===== src/hdl/gsr_pkg.sv =====
// ----------------------------------------------------------------------------
// gsr_pkg - GGA sentence receiver shared types and constants
// Payload structs for the request and response channels, parser states and
// the header character table.
// ----------------------------------------------------------------------------
`default_nettype none

package gsr_pkg;

   localparam logic [7:0] CHAR_DOLLAR = 8'h24;
   localparam logic [7:0] CHAR_G      = 8'h47;
   localparam logic [7:0] CHAR_P      = 8'h50;
   localparam logic [7:0] CHAR_A      = 8'h41;
   localparam logic [7:0] CHAR_COMMA  = 8'h2C;
   localparam logic [7:0] CHAR_STAR   = 8'h2A;
   localparam logic [7:0] CHAR_SPACE  = 8'h20;

   // comma count at which the GPS quality field is open
   localparam logic [7:0] QUALITY_FIELD = 8'd5;

   typedef struct packed {
      logic [7:0] rx_byte;
   } req_payload_type;

   typedef struct packed {
      logic       store_valid;
      logic [7:0] store_index;
      logic [7:0] store_byte;
      logic       frame_done;
      logic [7:0] fix_quality;
      logic [8:0] stored_length;
      logic       overflow;
   } rsp_payload_type;

   typedef enum logic [7:0] {
      ST_DOLLAR  = 8'b0000_0001,
      ST_G1      = 8'b0000_0010,
      ST_P       = 8'b0000_0100,
      ST_G2      = 8'b0000_1000,
      ST_G3      = 8'b0001_0000,
      ST_A       = 8'b0010_0000,
      ST_COMMA   = 8'b0100_0000,
      ST_PAYLOAD = 8'b1000_0000
   } parse_state_type;

   // character expected in each header state
   function automatic logic [7:0] header_char(input parse_state_type st);
      logic [7:0] c;
      case (st)
         ST_DOLLAR: c = CHAR_DOLLAR;
         ST_G1:     c = CHAR_G;
         ST_P:      c = CHAR_P;
         ST_G2:     c = CHAR_G;
         ST_G3:     c = CHAR_G;
         ST_A:      c = CHAR_A;
         ST_COMMA:  c = CHAR_COMMA;
         default:   c = CHAR_DOLLAR;
      endcase
      return c;
   endfunction

   function automatic parse_state_type header_next(input parse_state_type st);
      parse_state_type n;
      case (st)
         ST_DOLLAR: n = ST_G1;
         ST_G1:     n = ST_P;
         ST_P:      n = ST_G2;
         ST_G2:     n = ST_G3;
         ST_G3:     n = ST_A;
         ST_A:      n = ST_COMMA;
         ST_COMMA:  n = ST_PAYLOAD;
         default:   n = ST_DOLLAR;
      endcase
      return n;
   endfunction

endpackage

`default_nettype wire


===== src/hdl/gsr_stream_ifs.sv =====
// ----------------------------------------------------------------------------
// gsr_stream_ifs - valid/ready channels of the GGA sentence receiver
// Request channel carries one received byte, response channel one result.
// ----------------------------------------------------------------------------
`default_nettype none

interface gsr_req_if;
   import gsr_pkg::*;
   logic            valid;
   logic            ready;
   req_payload_type data;

   modport source (output valid, output data, input ready);
   modport sink   (input valid, input data, output ready);
endinterface

interface gsr_rsp_if;
   import gsr_pkg::*;
   logic            valid;
   logic            ready;
   rsp_payload_type data;

   modport source (output valid, output data, input ready);
   modport sink   (input valid, input data, output ready);
endinterface

`default_nettype wire


===== src/hdl/gga_sentence_receiver_core.sv =====
// ----------------------------------------------------------------------------
// gga_sentence_receiver_core - NMEA GGA sentence receiver
// Header match, payload store indexing, comma counting and fix capture.
// ----------------------------------------------------------------------------
// One received byte per request, one result per request. A byte is taken on
// any cycle the result register is empty or being drained, so the block runs
// at one byte per clock; the result follows in the next cycle. Spaces
// are ignored. The header "$GPGGA," is matched one character at a time; any
// mismatch drops back to hunting for '$' and clears the length and comma
// count. After the header every byte is reported as a buffer store at the
// running length, commas are counted, and non-comma bytes while five commas
// have passed become the fix quality. '*' pulses frame_done and rearms the
// header hunt but keeps the length. Filling slot BUF_LEN-1 raises overflow and
// clears parser, length and comma count. The buffer itself lives outside.
// ----------------------------------------------------------------------------
`default_nettype none

module gga_sentence_receiver_core #(
   parameter int BUF_LEN = 256
) (
   input  wire      clock,
   input  wire      reset,
   gsr_req_if.sink   req_chan,
   gsr_rsp_if.source rsp_chan
);
   import gsr_pkg::*;

   localparam int LEN_W = $clog2(BUF_LEN);
   localparam int EXT_W = (LEN_W > 9) ? LEN_W : 9;
   localparam logic [LEN_W-1:0] LEN_LAST = LEN_W'(BUF_LEN - 1);

   // parser state
   parse_state_type  state_ff, state_in;
   logic [LEN_W-1:0] len_ff, len_in;
   logic [7:0]       comma_ff, comma_in;
   logic [7:0]       quality_ff, quality_in;

   // result register
   rsp_payload_type  rsp_ff, rsp_in;
   logic             rsp_valid_ff, rsp_valid_in;

   logic             accept;
   logic [7:0]       rx;
   logic [EXT_W-1:0] len_old_ext, len_new_ext;

   // skid-free output register: take a byte when the slot is free or draining
   assign req_chan.ready = !rsp_valid_ff || rsp_chan.ready;
   assign accept         = req_chan.valid && req_chan.ready;
   assign rx             = req_chan.data.rx_byte;

   assign len_old_ext = EXT_W'(len_ff);
   assign len_new_ext = EXT_W'(len_in);

   always_comb begin
      state_in   = state_ff;
      len_in     = len_ff;
      comma_in   = comma_ff;
      quality_in = quality_ff;
      rsp_in     = '0;

      if (accept && (rx != CHAR_SPACE)) begin
         if (state_ff != ST_PAYLOAD) begin
            if (rx == header_char(state_ff)) begin
               state_in = header_next(state_ff);
            end else begin
               state_in = ST_DOLLAR;
               len_in   = '0;
               comma_in = '0;
            end
         end else begin
            rsp_in.store_valid = 1'b1;
            rsp_in.store_index = len_old_ext[7:0];
            rsp_in.store_byte  = rx;
            len_in             = len_ff + LEN_W'(1);
            if (rx == CHAR_COMMA) begin
               comma_in = comma_ff + 8'd1;
            end else if (comma_ff == QUALITY_FIELD) begin
               quality_in = rx;
            end
            if (rx == CHAR_STAR) begin
               rsp_in.frame_done = 1'b1;
               state_in          = ST_DOLLAR;
               comma_in          = '0;
            end
            // last slot written: buffer full, start over
            if (len_ff == LEN_LAST) begin
               rsp_in.overflow = 1'b1;
               state_in        = ST_DOLLAR;
               len_in          = '0;
               comma_in        = '0;
            end
         end
      end

      rsp_in.fix_quality   = quality_in;
      rsp_in.stored_length = len_new_ext[8:0];

      if (accept) begin
         rsp_valid_in = 1'b1;
      end else if (rsp_chan.ready) begin
         rsp_valid_in = 1'b0;
      end else begin
         rsp_valid_in = rsp_valid_ff;
      end
   end

   always_ff @(posedge clock) begin
      if (reset) begin
         state_ff     <= ST_DOLLAR;
         len_ff       <= '0;
         comma_ff     <= '0;
         quality_ff   <= '0;
         rsp_valid_ff <= 1'b0;
      end else begin
         state_ff     <= state_in;
         len_ff       <= len_in;
         comma_ff     <= comma_in;
         quality_ff   <= quality_in;
         rsp_valid_ff <= rsp_valid_in;
      end
   end

   // payload only loads with a new request
   always_ff @(posedge clock) begin
      if (accept) begin
         rsp_ff <= rsp_in;
      end
   end

   assign rsp_chan.valid = rsp_valid_ff;
   assign rsp_chan.data  = rsp_ff;

   // ---------------------------------------------------------------------
   // assertions
   // ---------------------------------------------------------------------
   // overflow only ever comes from a store
   a_ovf_is_store: assert property (@(posedge clock) disable iff (reset)
      (rsp_valid_ff && rsp_ff.overflow) |-> rsp_ff.store_valid)
      else $error("overflow reported without a store");

   // frame end is always the stored '*'
   a_done_is_star: assert property (@(posedge clock) disable iff (reset)
      (rsp_valid_ff && rsp_ff.frame_done) |->
         (rsp_ff.store_valid && (rsp_ff.store_byte == CHAR_STAR)))
      else $error("frame_done without a stored star");

   // a space leaves the parser untouched
   a_space_holds: assert property (@(posedge clock) disable iff (reset)
      (accept && (rx == CHAR_SPACE)) |=>
         ($stable(state_ff) && $stable(len_ff) && $stable(comma_ff)))
      else $error("space byte changed parser state");

   // length never survives reaching the buffer size
   a_len_wraps: assert property (@(posedge clock) disable iff (reset)
      (accept && (state_ff == ST_PAYLOAD) && (rx != CHAR_SPACE)
         && (len_ff == LEN_LAST)) |=> (len_ff == '0))
      else $error("length not cleared after buffer full");

endmodule

`default_nettype wire


===== src/flat_wrapper.sv =====
// flat-port wrapper written by rule: the top's interface ports become plain ports
module gga_sentence_receiver_core_flat import gsr_pkg::*;
#(
   parameter int BUF_LEN = 256
)
  (clock, reset, req_chan_valid, req_chan_data, req_chan_ready, rsp_chan_valid, rsp_chan_data, rsp_chan_ready);
  gsr_req_if req_chan_i ();
  gsr_rsp_if rsp_chan_i ();
  input  wire clock;
  input  wire reset;
  input wire logic [$bits(req_chan_i.valid)-1:0] req_chan_valid;
  input wire logic [$bits(req_chan_i.data)-1:0] req_chan_data;
  output wire logic [$bits(req_chan_i.ready)-1:0] req_chan_ready;
  output wire logic [$bits(rsp_chan_i.valid)-1:0] rsp_chan_valid;
  output wire logic [$bits(rsp_chan_i.data)-1:0] rsp_chan_data;
  input wire logic [$bits(rsp_chan_i.ready)-1:0] rsp_chan_ready;
  assign req_chan_i.valid = req_chan_valid;
  assign req_chan_i.data = req_chan_data;
  assign req_chan_ready = req_chan_i.ready;
  assign rsp_chan_valid = rsp_chan_i.valid;
  assign rsp_chan_data = rsp_chan_i.data;
  assign rsp_chan_i.ready = rsp_chan_ready;
  gga_sentence_receiver_core #(.BUF_LEN(BUF_LEN)) u_core (.clock(clock), .reset(reset), .req_chan(req_chan_i), .rsp_chan(rsp_chan_i));
endmodule

===== config.mk =====
export PLATFORM = sky130hd
export DESIGN_NAME = gga_sentence_receiver_core_flat
export DESIGN_NICKNAME = d
export VERILOG_FILES = /design/src/hdl/gsr_pkg.sv /design/src/hdl/gsr_stream_ifs.sv /design/src/hdl/gga_sentence_receiver_core.sv /design/src/flat_wrapper.sv
export SDC_FILE = /design/constraint.sdc
export NUM_CORES = 1
export LEC_CHECK = 0
export BUFFER_PORTS_ARGS = -buffer_cell sky130_fd_sc_hd__buf_2
export CAP_MARGIN = 10
export CORE_MARGIN = 3
export CORE_UTILIZATION = 40
export CTS_BUF_LIST = sky130_fd_sc_hd__clkbuf_8 sky130_fd_sc_hd__clkbuf_16
export DETAILED_ROUTE_END_ITERATION = 12
export GPL_TIMING_DRIVEN = 0
export PLACE_DENSITY_LB_ADDON = 0.08
export SKIP_LAST_GASP = 1
export SLEW_MARGIN = 5
export SYNTH_ARGS = -nofsm -noshare
export SYNTH_HDL_FRONTEND = slang
export SYNTH_SLANG_ARGS = --single-unit

===== constraint.sdc =====
create_clock -name clock -period 7.6 [get_ports clock]
set_input_delay 1.52 -clock clock [delete_from_list [all_inputs] [get_ports clock]]
set_output_delay 1.52 -clock clock [all_outputs]
set_load 0.01 [all_outputs]

### Word level (Yosys, flattened, before mapping)

Cells that the tools add are included.

| word-level totals | value |
|---|---|
| logic and storage cells | 67 |
| bits in registers | 68 |

| cells by class | value |
|---|---|
| reduce and logical (&&, ||, !) cells | 11 |
| bitwise gates (word level) | 1 |
| add/subtract/negate cells | 2 |
| eq/ne operators | 15 |
| multiplexer cells | 26 |

Operator list:

| kind | count |
|---|---|
| 2-to-1 mux 8 bit | 19 |
| one-hot mux 8 bit (7 select lines) | 1 |
| one-hot mux 7 bit (4 select lines) | 1 |
| == test 8 x 6 -> 1 bit, second input constant | 3 |
| 2-to-1 mux 18 bit | 1 |
| adder 8 x 1 -> 8 bit, second input constant | 2 |
| == test 8 x 3 -> 1 bit, second input constant | 2 |
| == test 8 x 1 -> 1 bit, second input constant | 1 |
| == test 8 x 2 -> 1 bit, second input constant | 1 |
| == test 8 x 4 -> 1 bit, second input constant | 1 |
| == test 8 x 5 -> 1 bit, second input constant | 1 |
| == test 8 x 7 -> 1 bit, second input constant | 1 |
| == test 8 bit | 1 |
| == test 8 bit, second input constant | 1 |
| != test 8 x 6 -> 1 bit, second input constant | 1 |
| != test 8 bit, second input constant | 1 |
| 2-to-1 mux 1 bit | 4 |
| nonzero test 4 bit | 1 |
| AND reduction 3 bit | 1 |
| nonzero test 3 bit | 1 |
| OR reduction 3 bit | 1 |
| logical AND 1 bit | 2 |
| != test 2 bit, second input constant | 1 |
| AND reduction 2 bit | 1 |
| 5 further kinds | 5 |

### Logic depth before layout (Yosys ltp)

| depth | value |
|---|---|
| depth after elaboration | 9 |
| depth in mapped cells | 9 |

### Least setup slack after synthesis

No wires, ideal clock.

| timing | value |
|---|---|
| path kind | input-to-reg |
| start point | input port req_chan_data[0] |
| end point | register u_core.rsp_ff (netlist bit u_core.rsp_chan.data[10]), data pin |
| slack | 3.999 ns |
| required time | 7.338 ns |
| data arrival time | 3.339 ns |
| stages on the path | 7 |
| cell sequence | or4b_1 > nor4b_1 > nor2_1 > nand2_1 > inv_1 > nand3_2 > mux2_2 |

| on the way | value |
|---|---|
| cells in the longest elaborated chain, start to end | 4 |

RTL lines:

| item | line | RTL |
|---|---|---|
| start, declared | flat_wrapper.sv:12 | `input wire logic [$bits(req_chan_i.data)-1:0] req_chan_data;` |
| == test 8 x 6 -> 1 bit or 2-to-1 mux 8 bit (tied branches) | gga_sentence_receiver_core.sv:75, gga_sentence_receiver_core.sv:77 |  |
| 2-to-1 mux 8 bit | gga_sentence_receiver_core.sv:75 | `if (rx == CHAR_COMMA) begin` |
| 2-to-1 mux 8 bit | gga_sentence_receiver_core.sv:62 | `if (state_ff != ST_PAYLOAD) begin` |
| 2-to-1 mux 8 bit (*) | gga_sentence_receiver_core.sv:61 | `if (accept && (rx != CHAR_SPACE)) begin` |
| named net u_core.quality_in[0] | gga_sentence_receiver_core.sv:36 | `logic [7:0] quality_ff, quality_in;` |
| end signal, assigned | gga_sentence_receiver_core.sv:126 | `rsp_ff <= rsp_in;` |
| end, declared | gga_sentence_receiver_core.sv:39 | `rsp_payload_type rsp_ff, rsp_in;` |

The timed path passes the listed nets; every way through them passes the cells marked *.
A chain may end at the register's enable or synchronous reset.

### Worst setup path after layout

| timing | value |
|---|---|
| start point | input port req_chan_data[2] |
| end point | register u_core.quality_ff[5] |

| on the way | value |
|---|---|
| cells in the longest elaborated chain, start to end | 4 |

RTL lines:

| item | line | RTL |
|---|---|---|
| == test 8 x 6 -> 1 bit | gga_sentence_receiver_core.sv:75 |  |
| 2-to-1 mux 8 bit | gga_sentence_receiver_core.sv:75 |  |
| 2-to-1 mux 8 bit | gga_sentence_receiver_core.sv:62 |  |
| 2-to-1 mux 8 bit (*) | gga_sentence_receiver_core.sv:61 |  |
| named net u_core.quality_in[5] | gga_sentence_receiver_core.sv:36 |  |
| end signal, assigned | gga_sentence_receiver_core.sv:118 | `quality_ff <= quality_in;` |
| end, declared | gga_sentence_receiver_core.sv:36 |  |

Marked as above.

==> summary.txt <==
Run status
  • Run status: finished clean

Logic synthesis
  • Synth cell types: between 50 and 60
  • Synth Warn #: 0
  • Syn avg cell area: 10.8 um2
  • FFs w/ async S/R, synth: 0%
  • Synthesized cell area: roughly 3400 um2
  • Register area share after synthesis: 50.7%
  • Syn Inst Count: 314
  • Largest family of logic cells by synthesized area: simple AND/OR/NAND/NOR gates
  • Cell taking the most area after synthesis: edfxtp_1
  • Number of synthesized register bits: 68
  • Post-synthesis mux area share: 2.67%
  • Synthesized Nets: approximately 330
  • Synth area leaders: edfxtp_1 (31%), dfxtp_1 (20%), a211oi_2 (3.3%), a311oi_2 (3.1%), and2_1 (3.0%)
  • Top FF cell, synth: edfxtp_1
  • Top cell type's share of synthesized area: between 30% and 40%
  • Synth Area in Compound Gates: approximately 18%
  • EDFF count, synth: 35
  • XOR/XNOR share of the synthesized area: 1.04%
  • Post-Synth Adder-Cell Area: 1.11%
  • Synth Area in Simple Gates: 21.9%

Setup path
  • Crit path capture type: flop
  • Critical Path RT: roughly 7.8 ns
  • Crit path arrival time: 4.15 ns
  • R2R depth: 8
  • Startpoint types: input pin
  • Critical path fanouts, max: 10
  • CP Class: in2reg

Pwr
  • Static leakage: 1.47 nW
  • P per Cell Area: 191 nW/um2
  • Max rail drop VDD: 0.106 mV
  • Total power: between 700 and 800 uW

Routing
  • DR WL/cell: ~16 um
  • Drt first pass iters: 4
  • Iter 0 DRT Violations: 113
  • Vias per cell: 5.45
  • Drt total wl: around 7900 um
  • Antenna viol nets, final: 0
  • DR DRC count: 0
  • Vias: 2612

Timing
  • Final Hold Vio Count: 0
  • Final setup skew: 0.00942 ns
  • Worst Tran Pin Value: approximately 0.80 ns
  • Worst relative slew slack: 46.5%
  • Setup Viol. Count Final: 0
  • Final WS setup: 3.67 ns
  • Fmax: 0.255 GHz
  • Minimum clock period: 3.93 ns
  • Setup TNS: 0 ns
  • RSZ-0062 raised after global routing: no
  • Pins Over Slew Limit: 0
  • Tcrit/Tclk final: 51.7%

Clocking
  • H-tree lvl count: 3
  • Hold buffers post-CTS: 0
  • CTS tree: built
  • Reg clk slew, reported paths: 0.08 ns
  • Num CTS Buffers: 9
  • Maximum clock insertion buffer count: 2
  • Clock tree sinks: 68
  • Post-CTS Setup Inserts: 0
  • Root Driver: clkbuf_8
  • Clk Latency, worst-skew pair: 0.36 ns
  • Post_cts resized: 0

Global routing
  • Met1 Use GR: 24.3%
  • Top Usage Layer GRT: met2
  • GRT Total Usage: 17.3%
  • Vias in the first global route: 2618
  • Pin count of the biggest net entering global routing: 25
  • M2 GR Usage: 25.4%
  • Initial antenna violation count: 0
  • First-pass GRT wire length: 13300 um
  • Grt met3 use: 4.43%
  • Gr ovfl total: 0

Finish
  • Most common cell after layout, fill and taps aside: buf_2
  • Most frequent cells in the layout: buf_2 (50), edfxtp_1 (35), dfxtp_1 (33)
  • Layout cells sized above 1: 27.1%
  • Layout net count: 387
  • Area grow syn2layout: 17.5%
  • Inserted Diodes: 0

Placed design
  • Routability Congestion: 0.775
  • Pre-CTS WS: 3.25 ns
  • Buffers on Ports: 46
  • DP HPWL: 5540 um

Worst hold path
  • Hold-critical path depth: 2
  • Min-Delay Path Class: reg2reg

Job
  • Number of max-cap violations: 0

Floorplanning
  • Die height: 97.9 um
  • Top-Level Pins: 50
  • Initial Util: 42.4%
  • FP Rows: 32
  • Core area: 7970 um2
  • Die area: between 9000 and 10000 um2
  • Die width: 97.9 um
[critical path, cell delays in order]
cell and delay, ns:
buf_2 0.09, clkbuf_1 0.37, nor2_1 0.09, nor4b_1 0.16, nor2_1 0.55, nand2_1 0.34, inv_1 0.28, nand3_2 0.26
mux2_2 0.35, nor2b_1 0.12
[final timing paths]
| path | startpoint | end | slack (ns) |
|---|---|---|---|
| setup / recovery | req_chan_data[2] | u_core.quality_ff[5]$_SDFF_PP0_ | 3.67 |
| hold / removal | u_core.rsp_chan.valid$_SDFFE_PP0P_ | u_core.rsp_chan.valid$_SDFFE_PP0P_ | 0.53 |
| hold reg to reg | u_core.rsp_chan.valid$_SDFFE_PP0P_ | u_core.rsp_chan.valid$_SDFFE_PP0P_ | 0.53 |
| setup reg to reg | u_core.rsp_chan.valid$_SDFFE_PP0P_ | u_core.quality_ff[5]$_SDFF_PP0_ | 4.85 |
[cell families after synthesis]
kind of cell	Yosys count
other	1
AND/OR/NAND/NOR	125
multiplexers	8
buffers and inverters	30
XOR/XNOR	4
flip-flops	68
AO/OA/AOI/OAI	75
adder cells (fa/ha/maj)	3
[metrics by stage]
step                hold slack [ns]  utilization, %  area [um2]  instances
floorplan                     0.508               -        3380        314
global placement              0.504            46.9        3740        462
detailed placement            0.521            47.2        3760        463
CTS                           0.532            49.8        3970        479
global route                  0.568            49.8        3970        479
finish                        0.527            49.8        3970        479
[flip-flops by register name, indices dropped and copies added, names as in the netlist]
signal                 flops
u_core.len_ff              8
u_core.quality_ff          8
u_core.rsp_chan.valid      1
u_core.state_ff            8
u_core.comma_ff            8
u_core.rsp_chan.data      35
[metal layers]
layer	wire length (um)	vias to the layer above
met3	429	9
met1	3860	1235
met4	85	0
met2	3510	57
met5	0	-
li1	-	1311
[cell type report]
cell class	count	area, um2
Clock inverter	7	81.3
Sequential cell	68	1710
Timing Repair Buffer	47	258
Clock buffer	9	124
Tap cell	102	128
Fill cell	776	4000
Buffer	21	106
Inverter	9	33.8
Multi-Input combinational cell	216	1530
[power breakdown]
part	switching [mW]	internal, mW	total (mW)
Combinational	0.0328	0.0157	0.0485
Clock	0.157	0.157	0.315
Sequential	0.00203	0.394	0.396
[synth_stat cells, types with 2 or more instances]
| master | instances |
|---|---|
| o2bb2ai_1 | 5 |
| ha_1 | 3 |
| inv_1 | 9 |
| o211a_1 | 2 |
| edfxtp_1 | 35 |
| or3_1 | 4 |
| buf_6 | 2 |
| nand4_1 | 3 |
| a31oi_1 | 6 |
| dfxtp_1 | 33 |
| nand2_1 | 17 |
| a211o_1 | 2 |
| clkbuf_1 | 13 |
| and2_1 | 16 |
| mux2_2 | 8 |
| or4_1 | 4 |
| or4b_1 | 2 |
| a21oi_1 | 17 |
| nor3_1 | 4 |
| nand4b_1 | 2 |
| nand3b_1 | 7 |
| buf_4 | 2 |
| xor2_1 | 3 |
| a41oi_1 | 2 |
| and3_1 | 5 |
| nor2_1 | 26 |
| and4b_1 | 4 |
| nor4_1 | 5 |
| a211oi_2 | 9 |
| o21ai_0 | 11 |
| o2111ai_1 | 2 |
| nand3_1 | 7 |
| nor2b_1 | 8 |
| a311oi_2 | 7 |
| nor4b_1 | 3 |
| a21boi_0 | 2 |
| buf_2 | 4 |
Power figures use the tool's default switching activity.
